## src/hdl/assert_macros.svh

```systemverilog
// ---------------------------------------------------------------------------
// Assertion macros shared by the RTL
// ---------------------------------------------------------------------------
`ifndef ASSERT_MACROS_SVH
`define ASSERT_MACROS_SVH

// Same-cycle implication, disabled during reset
`define ASSERT_IMPLIES(label, clk, rst, ante, cons) \
   label: assert property (@(posedge clk) disable iff (rst) (ante) |-> (cons)) \
      else $error("assertion failed: same-cycle implication");

// Next-cycle implication, disabled during reset
`define ASSERT_NEXT(label, clk, rst, ante, cons) \
   label: assert property (@(posedge clk) disable iff (rst) (ante) |=> (cons)) \
      else $error("assertion failed: next-cycle implication");

`endif

```

## src/hdl/isl_pkg.sv

```systemverilog
// ---------------------------------------------------------------------------
// isl_pkg
// Types and constants shared by the indexed shift list modules.
// ---------------------------------------------------------------------------
`default_nettype none

package isl_pkg;

   // List capacity and derived widths
   localparam int CAPACITY = 16;
   localparam int CNT_W    = $clog2(CAPACITY + 1);
   localparam int IDX_W    = (CAPACITY > 1) ? $clog2(CAPACITY) : 1;
   localparam int POS_W    = 5;
   localparam int CMP_W    = (CNT_W > POS_W) ? CNT_W : POS_W;
   localparam int WORD_W   = 32;
   localparam int OUT_CNT_W = 5;

   // Operation codes
   typedef enum logic [2:0] {
      OP_PUSH   = 3'd0,
      OP_INSERT = 3'd1,
      OP_POP    = 3'd2,
      OP_DELETE = 3'd3,
      OP_READ   = 3'd4
   } op_type;

   // Result status codes
   typedef enum logic [1:0] {
      STAT_OK    = 2'd0,
      STAT_FULL  = 2'd1,
      STAT_EMPTY = 2'd2,
      STAT_RANGE = 2'd3
   } status_type;

   // Controller states
   typedef enum logic {
      ST_IDLE = 1'b0,
      ST_EXEC = 1'b1
   } state_type;

   // Commands from controller to datapath
   typedef struct packed {
      logic capture;
      logic execute;
   } cmd_type;

endpackage

`default_nettype wire

```

## src/hdl/indexed_shift_list.sv

```systemverilog
// ---------------------------------------------------------------------------
// indexed_shift_list
// Fixed-capacity ordered list of signed words with push, insert, pop,
// delete and read, built as a controller and a shift-chain datapath.
// ---------------------------------------------------------------------------
// A request is transferred at a clock edge with start high and busy low.
// The list executes it in the following cycle, with busy high, and all
// shifting entries of the chain move in that cycle; the result is shown on
// the rsp_ ports for exactly one cycle with rsp_valid high, starting in the
// cycle after execution. The receiver cannot stall: sample the result when
// rsp_valid is high. A new request may be transferred in the cycle the
// result is shown, but not while busy is high in the controller's single
// execute state. There is no clearing pass after reset; entries at or above
// the count are never read.
// ---------------------------------------------------------------------------
`default_nettype none

`include "assert_macros.svh"

module indexed_shift_list (
   input  wire logic                               clock,
   input  wire logic                               reset,
   input  wire logic                               start,
   output logic                                    busy,
   input  wire logic [2:0]                         req_operation,
   input  wire logic [isl_pkg::POS_W-1:0]          req_position,
   input  wire logic signed [isl_pkg::WORD_W-1:0]  req_data_word,
   output logic                                    rsp_valid,
   output logic signed [isl_pkg::WORD_W-1:0]       rsp_read_word,
   output logic [isl_pkg::OUT_CNT_W-1:0]           rsp_entry_count,
   output logic                                    rsp_is_full,
   output logic                                    rsp_is_empty,
   output logic [1:0]                              rsp_status
);

   isl_pkg::cmd_type cmd;

   // Sequencer
   isl_ctrl u_ctrl (
      .clock (clock),
      .reset (reset),
      .start (start),
      .busy  (busy),
      .cmd   (cmd)
   );

   // Shift chain and result register
   isl_datapath u_datapath (
      .clock           (clock),
      .reset           (reset),
      .cmd             (cmd),
      .req_operation   (req_operation),
      .req_position    (req_position),
      .req_data_word   (req_data_word),
      .rsp_valid       (rsp_valid),
      .rsp_read_word   (rsp_read_word),
      .rsp_entry_count (rsp_entry_count),
      .rsp_is_full     (rsp_is_full),
      .rsp_is_empty    (rsp_is_empty),
      .rsp_status      (rsp_status)
   );

   // A transferred request always runs its execute cycle next
   `ASSERT_NEXT(a_start_exec, clock, reset, start && !busy, busy && cmd.execute)
   // Every execute cycle is followed by exactly one result strobe
   `ASSERT_NEXT(a_exec_rsp, clock, reset, cmd.execute, rsp_valid)
   // The result shows while the sequencer is free again
   `ASSERT_IMPLIES(a_rsp_idle, clock, reset, rsp_valid, !busy && !cmd.execute)
   // A list cannot be full and empty at once
   `ASSERT_IMPLIES(a_flags, clock, reset, rsp_valid, !(rsp_is_full && rsp_is_empty))

endmodule

`default_nettype wire

```

## src/hdl/isl_ctrl.sv

```systemverilog
// ---------------------------------------------------------------------------
// isl_ctrl
// Sequencer: capture a request, then run one execute cycle.
// ---------------------------------------------------------------------------
`default_nettype none

module isl_ctrl (
   input  wire logic             clock,
   input  wire logic             reset,
   input  wire logic             start,
   output logic                  busy,
   output isl_pkg::cmd_type      cmd
);

   isl_pkg::state_type state_ff;
   isl_pkg::state_type state_in;

   // State register
   always_ff @(posedge clock) begin
      if (reset) begin
         state_ff <= isl_pkg::ST_IDLE;
      end else begin
         state_ff <= state_in;
      end
   end

   // Next state and commands
   always_comb begin
      state_in    = state_ff;
      cmd.capture = 1'b0;
      cmd.execute = 1'b0;
      busy        = 1'b0;
      case (state_ff)
         isl_pkg::ST_IDLE: begin
            if (start) begin
               cmd.capture = 1'b1;
               state_in    = isl_pkg::ST_EXEC;
            end
         end
         isl_pkg::ST_EXEC: begin
            busy        = 1'b1;
            cmd.execute = 1'b1;
            state_in    = isl_pkg::ST_IDLE;
         end
         default: begin
            state_in = isl_pkg::ST_IDLE;
         end
      endcase
   end

endmodule

`default_nettype wire

```

## src/hdl/isl_datapath.sv

```systemverilog
// ---------------------------------------------------------------------------
// isl_datapath
// Entry shift chain, count register, request capture and result register.
// ---------------------------------------------------------------------------
`default_nettype none

module isl_datapath (
   input  wire logic                               clock,
   input  wire logic                               reset,
   input  wire isl_pkg::cmd_type                   cmd,
   input  wire logic [2:0]                         req_operation,
   input  wire logic [isl_pkg::POS_W-1:0]          req_position,
   input  wire logic signed [isl_pkg::WORD_W-1:0]  req_data_word,
   output logic                                    rsp_valid,
   output logic signed [isl_pkg::WORD_W-1:0]       rsp_read_word,
   output logic [isl_pkg::OUT_CNT_W-1:0]           rsp_entry_count,
   output logic                                    rsp_is_full,
   output logic                                    rsp_is_empty,
   output logic [1:0]                              rsp_status
);

   localparam int CAP = isl_pkg::CAPACITY;
   localparam int CW  = isl_pkg::CNT_W;
   localparam int IW  = isl_pkg::IDX_W;
   localparam int MW  = isl_pkg::CMP_W;
   localparam int WW  = isl_pkg::WORD_W;

   // Captured request
   logic [2:0]                  op_ff;
   logic [isl_pkg::POS_W-1:0]   pos_ff;
   logic [WW-1:0]               word_ff;

   // List state
   logic [WW-1:0]               entries_ff [CAP];
   logic [CW-1:0]               count_ff;
   logic [CW-1:0]               count_in;

   // Result register
   logic                        rsp_valid_ff;
   logic [WW-1:0]               rsp_word_ff;
   logic [isl_pkg::OUT_CNT_W-1:0] rsp_count_ff;
   logic                        rsp_full_ff;
   logic                        rsp_empty_ff;
   logic [1:0]                  rsp_status_ff;

   // Execute-cycle decode
   logic [WW-1:0]               up_word [CAP];
   logic [WW-1:0]               dn_word [CAP];
   logic [MW-1:0]               pos_cmp;
   logic [MW-1:0]               cnt_cmp;
   logic [MW-1:0]               shift_pos;
   logic [IW-1:0]               rd_idx;
   logic [WW-1:0]               rd_word;
   logic                        list_full;
   logic                        list_empty;
   logic                        do_ins;
   logic                        do_del;
   logic [WW-1:0]               result;
   isl_pkg::status_type         status;

   // Hold the request
   always_ff @(posedge clock) begin
      if (cmd.capture) begin
         op_ff   <= req_operation;
         pos_ff  <= req_position;
         word_ff <= req_data_word;
      end
   end

   // Neighbor taps of the shift chain
   for (genvar g = 0; g < CAP; g++) begin : g_taps
      if (g == 0) begin : g_first
         assign up_word[g] = word_ff;
      end else begin : g_rest_up
         assign up_word[g] = entries_ff[g-1];
      end
      if (g == CAP - 1) begin : g_last
         assign dn_word[g] = entries_ff[g];
      end else begin : g_rest_dn
         assign dn_word[g] = entries_ff[g+1];
      end
   end

   assign pos_cmp    = MW'(pos_ff);
   assign cnt_cmp    = MW'(count_ff);
   assign list_full  = (count_ff == CW'(CAP));
   assign list_empty = (count_ff == '0);

   // Single read port: pop reads the last entry, read uses the index
   assign rd_idx  = (op_ff == isl_pkg::OP_POP) ? IW'(count_ff - CW'(1)) : IW'(pos_ff);
   assign rd_word = entries_ff[rd_idx];

   // Decode the operation
   always_comb begin
      count_in  = count_ff;
      do_ins    = 1'b0;
      do_del    = 1'b0;
      shift_pos = pos_cmp;
      result    = '0;
      status    = isl_pkg::STAT_OK;
      case (op_ff)
         isl_pkg::OP_PUSH: begin
            if (list_full) begin
               status = isl_pkg::STAT_FULL;
            end else begin
               do_ins    = 1'b1;
               shift_pos = cnt_cmp;
               count_in  = count_ff + CW'(1);
            end
         end
         isl_pkg::OP_INSERT: begin
            if (list_full) begin
               status = isl_pkg::STAT_FULL;
            end else if (pos_cmp > cnt_cmp) begin
               status = isl_pkg::STAT_RANGE;
            end else begin
               do_ins   = 1'b1;
               count_in = count_ff + CW'(1);
            end
         end
         isl_pkg::OP_POP: begin
            if (list_empty) begin
               status = isl_pkg::STAT_EMPTY;
            end else begin
               result   = rd_word;
               count_in = count_ff - CW'(1);
            end
         end
         isl_pkg::OP_DELETE: begin
            if (pos_cmp >= cnt_cmp) begin
               status = isl_pkg::STAT_RANGE;
            end else begin
               do_del   = 1'b1;
               count_in = count_ff - CW'(1);
            end
         end
         isl_pkg::OP_READ: begin
            if (pos_cmp >= cnt_cmp) begin
               status = isl_pkg::STAT_RANGE;
            end else begin
               result = rd_word;
            end
         end
         default: begin
         end
      endcase
   end

   // Advance the shift chain: all shifting entries move in the same cycle
   always_ff @(posedge clock) begin
      if (cmd.execute) begin
         for (int i = 0; i < CAP; i++) begin
            if (do_ins && (MW'(i) == shift_pos)) begin
               entries_ff[i] <= word_ff;
            end else if (do_ins && (MW'(i) > shift_pos)) begin
               entries_ff[i] <= up_word[i];
            end else if (do_del && (MW'(i) >= shift_pos)) begin
               entries_ff[i] <= dn_word[i];
            end
         end
      end
   end

   // Count and result strobe
   always_ff @(posedge clock) begin
      if (reset) begin
         count_ff     <= '0;
         rsp_valid_ff <= 1'b0;
      end else begin
         rsp_valid_ff <= cmd.execute;
         if (cmd.execute) begin
            count_ff <= count_in;
         end
      end
   end

   // Result payload
   always_ff @(posedge clock) begin
      if (cmd.execute) begin
         rsp_word_ff   <= result;
         rsp_count_ff  <= isl_pkg::OUT_CNT_W'(count_in);
         rsp_full_ff   <= (count_in == CW'(CAP));
         rsp_empty_ff  <= (count_in == '0);
         rsp_status_ff <= status;
      end
   end

   assign rsp_valid       = rsp_valid_ff;
   assign rsp_read_word   = rsp_word_ff;
   assign rsp_entry_count = rsp_count_ff;
   assign rsp_is_full     = rsp_full_ff;
   assign rsp_is_empty    = rsp_empty_ff;
   assign rsp_status      = rsp_status_ff;

endmodule

`default_nettype wire
```

## config.mk

```make
export PLATFORM = sky130hd
export DESIGN_NAME = indexed_shift_list
export DESIGN_NICKNAME = d
export VERILOG_FILES = /design/src/hdl/isl_pkg.sv /design/src/hdl/indexed_shift_list.sv /design/src/hdl/isl_ctrl.sv /design/src/hdl/isl_datapath.sv
export VERILOG_INCLUDE_DIRS = /design/src /design/src/hdl
export SDC_FILE = /design/constraint.sdc
export NUM_CORES = 2
export LEC_CHECK = 0
export ABC_AREA = 0
export BUFFER_PORTS_ARGS = -buffer_cell sky130_fd_sc_hd__clkbuf_2
export CORE_ASPECT_RATIO = 1.1
export CORE_MARGIN = 4
export CORE_UTILIZATION = 65
export CTS_BUF_LIST = sky130_fd_sc_hd__clkbuf_8
export DETAILED_ROUTE_END_ITERATION = 8
export HOLD_SLACK_MARGIN = 0.06
export PLACE_DENSITY = 0.9
export SLEW_MARGIN = 10
export SYNTH_ARGS = -nofsm -noshare
export SYNTH_HDL_FRONTEND = slang
export SYNTH_SLANG_ARGS = --single-unit
```

## constraint.sdc

```tcl
create_clock -name clock -period 6.15 [get_ports clock]
set_input_delay 0.9225 -clock clock [delete_from_list [all_inputs] [get_ports clock]]
set_output_delay 0.9225 -clock clock [all_outputs]
set_load 0.02 [all_outputs]
```

Word-level counts from Yosys, hierarchy flattened
Memories as Yosys holds them, arrays and structs flattened.
Index checks and enable logic that the tools add are counted.
Word-level totals
  bits in registers: 88
  output and inout bits: 43
  memories: 1
  input bits: 43
  word-level logic and storage cells: 407
  memory bits (writable): 512
Operators by class
  $lt $le $gt $ge: 34
  reduce and logical (&&, ||, !) cells: 53
  equal/unequal tests: 21
  bitwise logic cells: 33
  muxes and demuxes: 252
  $add $sub $neg: 2
Memory list
  u_datapath.entries_ff: depth 16, width 32, read ports 17, clocked after memory_dff 0, write ports 16, line isl_datapath.sv:34  | logic [WW-1:0] entries_ff [CAP];
Operator list (count)
  32-bit two-way mux: 34
  1-bit two-way mux: 201
  32-bit case mux with 2 select lines: 1
  1-bit logical AND: 48
  4-bit by 5-bit == test with 1-bit output (first input constant): 8
  4-bit by 5-bit >= comparator with 1-bit output (first input constant): 8
  4-bit by 5-bit greater-than comparator with 1-bit output (first input constant): 8
  5-bit two-way mux: 7
  1-bit OR: 32
  3-bit by 5-bit == test with 1-bit output (first input constant): 4
  3-bit by 5-bit >= comparator with 1-bit output (first input constant): 4
  3-bit by 5-bit greater-than comparator with 1-bit output (first input constant): 4
  5-bit case mux with 4 select lines: 1
  5-bit logical NOT: 3
  2-bit by 5-bit == test with 1-bit output (first input constant): 2
  5-bit == test (second input constant): 2
  1-bit by 5-bit >= comparator with 1-bit output (first input constant): 2
  2-bit by 5-bit >= comparator with 1-bit output (first input constant): 2
  1-bit by 5-bit greater-than comparator with 1-bit output (first input constant): 2
  2-bit by 5-bit greater-than comparator with 1-bit output (first input constant): 2
  2-bit two-way mux: 4
  2-bit case mux with 4 select lines: 1
  3-bit by 2-bit == test with 1-bit output (second input constant): 2
  5-bit by 1-bit adder with 5-bit output (second input constant): 1
  11 further kinds: 12

Logic depth before layout (Yosys ltp)
  depth after elaboration: 11
  depth in mapped cells: 14
  gate-level depth less buffers: 9

Cells and area by module
A second synthesis with hierarchy kept.
Unflattened totals
  cells, all modules: 2894
  area, all modules: 33478.4 µm²
Modules (own cells, without submodules)
  isl_datapath: times used 1, sequential area each 17927.2 µm², cells an instance 2889, area each 33424.6 µm²
  isl_ctrl: times used 1, sequential area each 20.0 µm², cells an instance 5, area each 53.8 µm²

Least setup slack after synthesis
No wires, ideal clock.
  path type: register to register
  start point: register u_datapath.count_ff[1], in the netlist u_datapath.cnt_cmp[1]
  end point: memory u_datapath.entries_ff[11][0] (netlist bit) (enable)
  library setup time: 0.461 ns
  buffers on the path: 1
  required time: 5.689 ns
  cell stages (with the launch flop): 9
  clock period less this slack: 4.847 ns
  slack: 1.303 ns
  arrival time: 4.386 ns
  cell sequence: dfxtp_1 clkbuf_1 inv_1 ha_1 nor2b_1 o31ai_1 nand4_1 and2_1 nor3_1
RTL lines
  from (decl): line isl_datapath.sv:35  | logic [CW-1:0] count_ff;
  from (signal assigned): line isl_datapath.sv:172  | count_ff <= count_in;
  to (decl): line isl_datapath.sv:34

==> out/qor.txt <==
Starting Density - 65.9%
Net switching power - 2400 uW
DRT antenna net count - 0
Most frequent cells in the layout - nand2_1, edfxtp_1, mux2i_1
Share of layout cells above drive strength 1 - 11.2%
# fillers - 3519
Overflow after GRT - 0
Synth Instances - 3527
Worst-margin pin slew - 1.24 ns
Comb pwr share - 10.2%
Cts hold-fix bufs - 0
Die Y - 248 um
Die width - 226 um
Min Tclk post-route - 4.83 ns
Mean area per synthesized cell - 9.62 sq um
Worst-Skew Late Latency - 0.74 ns
FF+latch count, synth - 600
Final hold vios - 0
Largest net degree at the start of global routing - 106
Setup Skew - 0.0412 ns
Maximum fanout along the worst path - 32
Clk pwr share - 37.0%
Area Overhead vs Synth - 7.64%
Maxcap violations - 0
Power per Cell Area - 243 nW/um^2
Async SR Flop Fraction - 0%
Final setup vio count - 0
Period utilization - 78.6%
Yosys cell types - 68
Routed WL per cell - 24.5 um
Clock buffer depth - 3
Status - complete, no violations
RD Place Congestion - 0.945
# H-tree levels - 3
Nets@finish - 3515
Postcts setup bufs - 0
RSZ-0062 raised after global routing - no
Dominant register cell in the synthesized netlist - edfxtp_1
Setup TNS - 0 ns
Gr usage total - 36.2%
Cell Area, Synth - 33900 sq um
Worst Path Arrival - 5.29 ns
Number of flops mapped to enable cells by yosys - 593
Syn Nets - 3578
Crit path kind - reg2reg
Final-report max-slew violation count - 0
Slew margin rel. - 17.7%
Seq/Total Area, Yosys - 52.9%
CTS tree - done
Area of the multi-input gates - 14900 sq um
First drt pass iteration count - 7
DP HPWL - 61100 um
Register area - 18000 sq um
WL final - 103000 um
Yosys Warn Count - 0
Critical Path End Type - register
Clock root cell - clkbuf_8
Critical Path Start Type - register
Peak supply drop - 159 uV
PortBufs - 85
Worst slack, placed - 1.44 ns
Drt via density - 7.02
Fmax - 0.207 GHz
Seq pwr share - 52.8%
Via count - 29500
IO Pins - 86
Initial antenna violation count - 2
Sw frac - 27.1%
Most common cell after layout, fill and taps aside - nand2_1
DRC Markers - 0
1st-iter DRT viols - 4824
Critical Path RT - 6.60 ns
Lkg Pwr - 0.0126 uW
TritonCTS Sinks - 600
Die area - 55900 sq um
Site row count - 87
Number of global-route vias before repair - 28800
Clock-pin slew on the worst setup and hold paths - 0.06 ns
CTS resizes - 0
CORE AREA - 51500 sq um
Number of CTS-inserted buffers - 98
Min-delay worst type - in2reg
Pint - 6460 uW
First-pass GRT wire length - 158000 um
Setup WS post-layout - 1.32 ns
## synth_stat cells (all sizes together) (3+ instances only)
| cell | instances | area share, % |
|---|---|---|
| mux2 | 64 | 2.1 |
| nor3 | 10 | 0.19 |
| o31ai | 5 | 0.11 |
| clkbuf | 242 | 2.7 |
| a31oi | 225 | 4.1 |
| nand2 | 946 | 10 |
| edfxtp | 593 | 52 |
| nor2b | 4 | 0.074 |
| inv | 16 | 0.18 |
| xnor2 | 4 | 0.10 |
| o21ai | 239 | 3.6 |
| or3 | 5 | 0.092 |
| ha | 8 | 0.30 |
| a2111oi | 5 | 0.24 |
| a311oi | 64 | 1.7 |
| nand2b | 5 | 0.092 |
| or2 | 7 | 0.13 |
| nand4 | 3 | 0.055 |
| a21oi | 87 | 1.3 |
| and2 | 71 | 1.3 |
| buf | 73 | 1.3 |
| and3 | 5 | 0.092 |
| nor2 | 269 | 3.1 |
| mux2i | 291 | 8.6 |
| dfxtp | 7 | 0.41 |
| nand3 | 136 | 2.0 |
| o22ai | 32 | 0.59 |
| a211oi | 74 | 1.6 |
## layer usage
| metal | share of wire (%) | routed length (um) | global-route usage [%] | up-vias |
|---|---|---|---|---|
| li1 | - | - | - | 12700 |
| met1 | 34 | 35500 | 46.0 | 13700 |
| met2 | 45 | 46900 | 56.9 | 2621 |
| met3 | 14 | 14500 | 8.75 | 535 |
| met4 | 6.0 | 6210 | 21.2 | 2 |
| met5 | 0.013 | 13 | 0 | - |
## worst paths after layout
check / start / end / slack (ns) / cells past startpoint
worst max-delay path: u_datapath.cnt_cmp[1] / u_datapath.entries_ff[0][16] / 1.32 / 9
worst min-delay path: req_data_word[2] / u_datapath.word_ff[2] / 0.37 / 1
worst max register to register: u_datapath.cnt_cmp[1] / u_datapath.entries_ff[0][16] / 1.32 / 9
worst min register to register: u_datapath.entries_ff[13][29] / u_datapath.entries_ff[12][29] / 0.57 / 2
## worst max-delay path: stages (launching register included)
cell and delay, ns:
dfxtp_1 0.53, inv_1 0.22, ha_1 0.36, nor2b_1 0.16
o31ai_1 0.56, nand4_1 0.55, or3_2 0.86, nor2_1 0.21
nand2_2 0.60, mux2_2 0.52
## per-stage QoR
stage / hold WS (ns) / util [%] / total power (uW) / instances / instance area, sq um
floorplan: 0.536 / - / 5350 / 3527 / 33900
global placement: 0.555 / 67.5 / 5600 / 4031 / 34800
detailed placement: 0.561 / 67.5 / 5630 / 4031 / 34800
CTS: 0.324 / 70.9 / 8820 / 4206 / 36500
global route: 0.366 / 70.9 / 9120 / 4207 / 36500
finish: 0.365 / 70.9 / 8860 / 4207 / 36500
## logic make-up after synthesis
logic type,count (synthesis),share of synthesized area (%)
AO/OA/AOI/OAI,756,14.0
flip-flops,600,52.9
multiplexers,355,10.7
adder cells (fa/ha/maj),8,0.295
buffers and inverters,331,4.15
XOR/XNOR,4,0.103
AND/OR/NAND/NOR,1473,17.9
## power groups by stage
stage	Clock (uW)	Sequential (uW)	Combinational, uW
2_1_floorplan	0	4710	636
3_3_place_gp	0	4750	843
3_5_place_dp	0	4750	874
4_1_cts	3270	4670	881
5_1_grt	3460	4680	977
6_report	3280	4680	906
## flip-flops by register name (all words and copies together), names as in the netlist
signal,count
u_datapath.entries_ff,512
u_datapath.rsp_read_word,32
u_datapath.word_ff,32
u_datapath.cnt_cmp,5
u_datapath.pos_cmp,5
u_datapath.rsp_entry_count,5
u_datapath.op_ff,3
u_datapath.rsp_status,2
u_ctrl.state_ff,1
u_datapath.rsp_is_empty,1
u_datapath.rsp_is_full,1
u_datapath.rsp_valid,1
## layout make-up
cell class	instances	share of cell area (%)
Timing Repair Buffer	152	2.92
Inverter	16	0.164
Clock inverter	77	1.07
Tap cell	667	2.29
Clock buffer	98	3.69
Sequential cell	600	49.2
Multi-Input combinational cell	2596	40.7
Antenna cell	1	0.00685
Power figures use the tool's default switching activity.
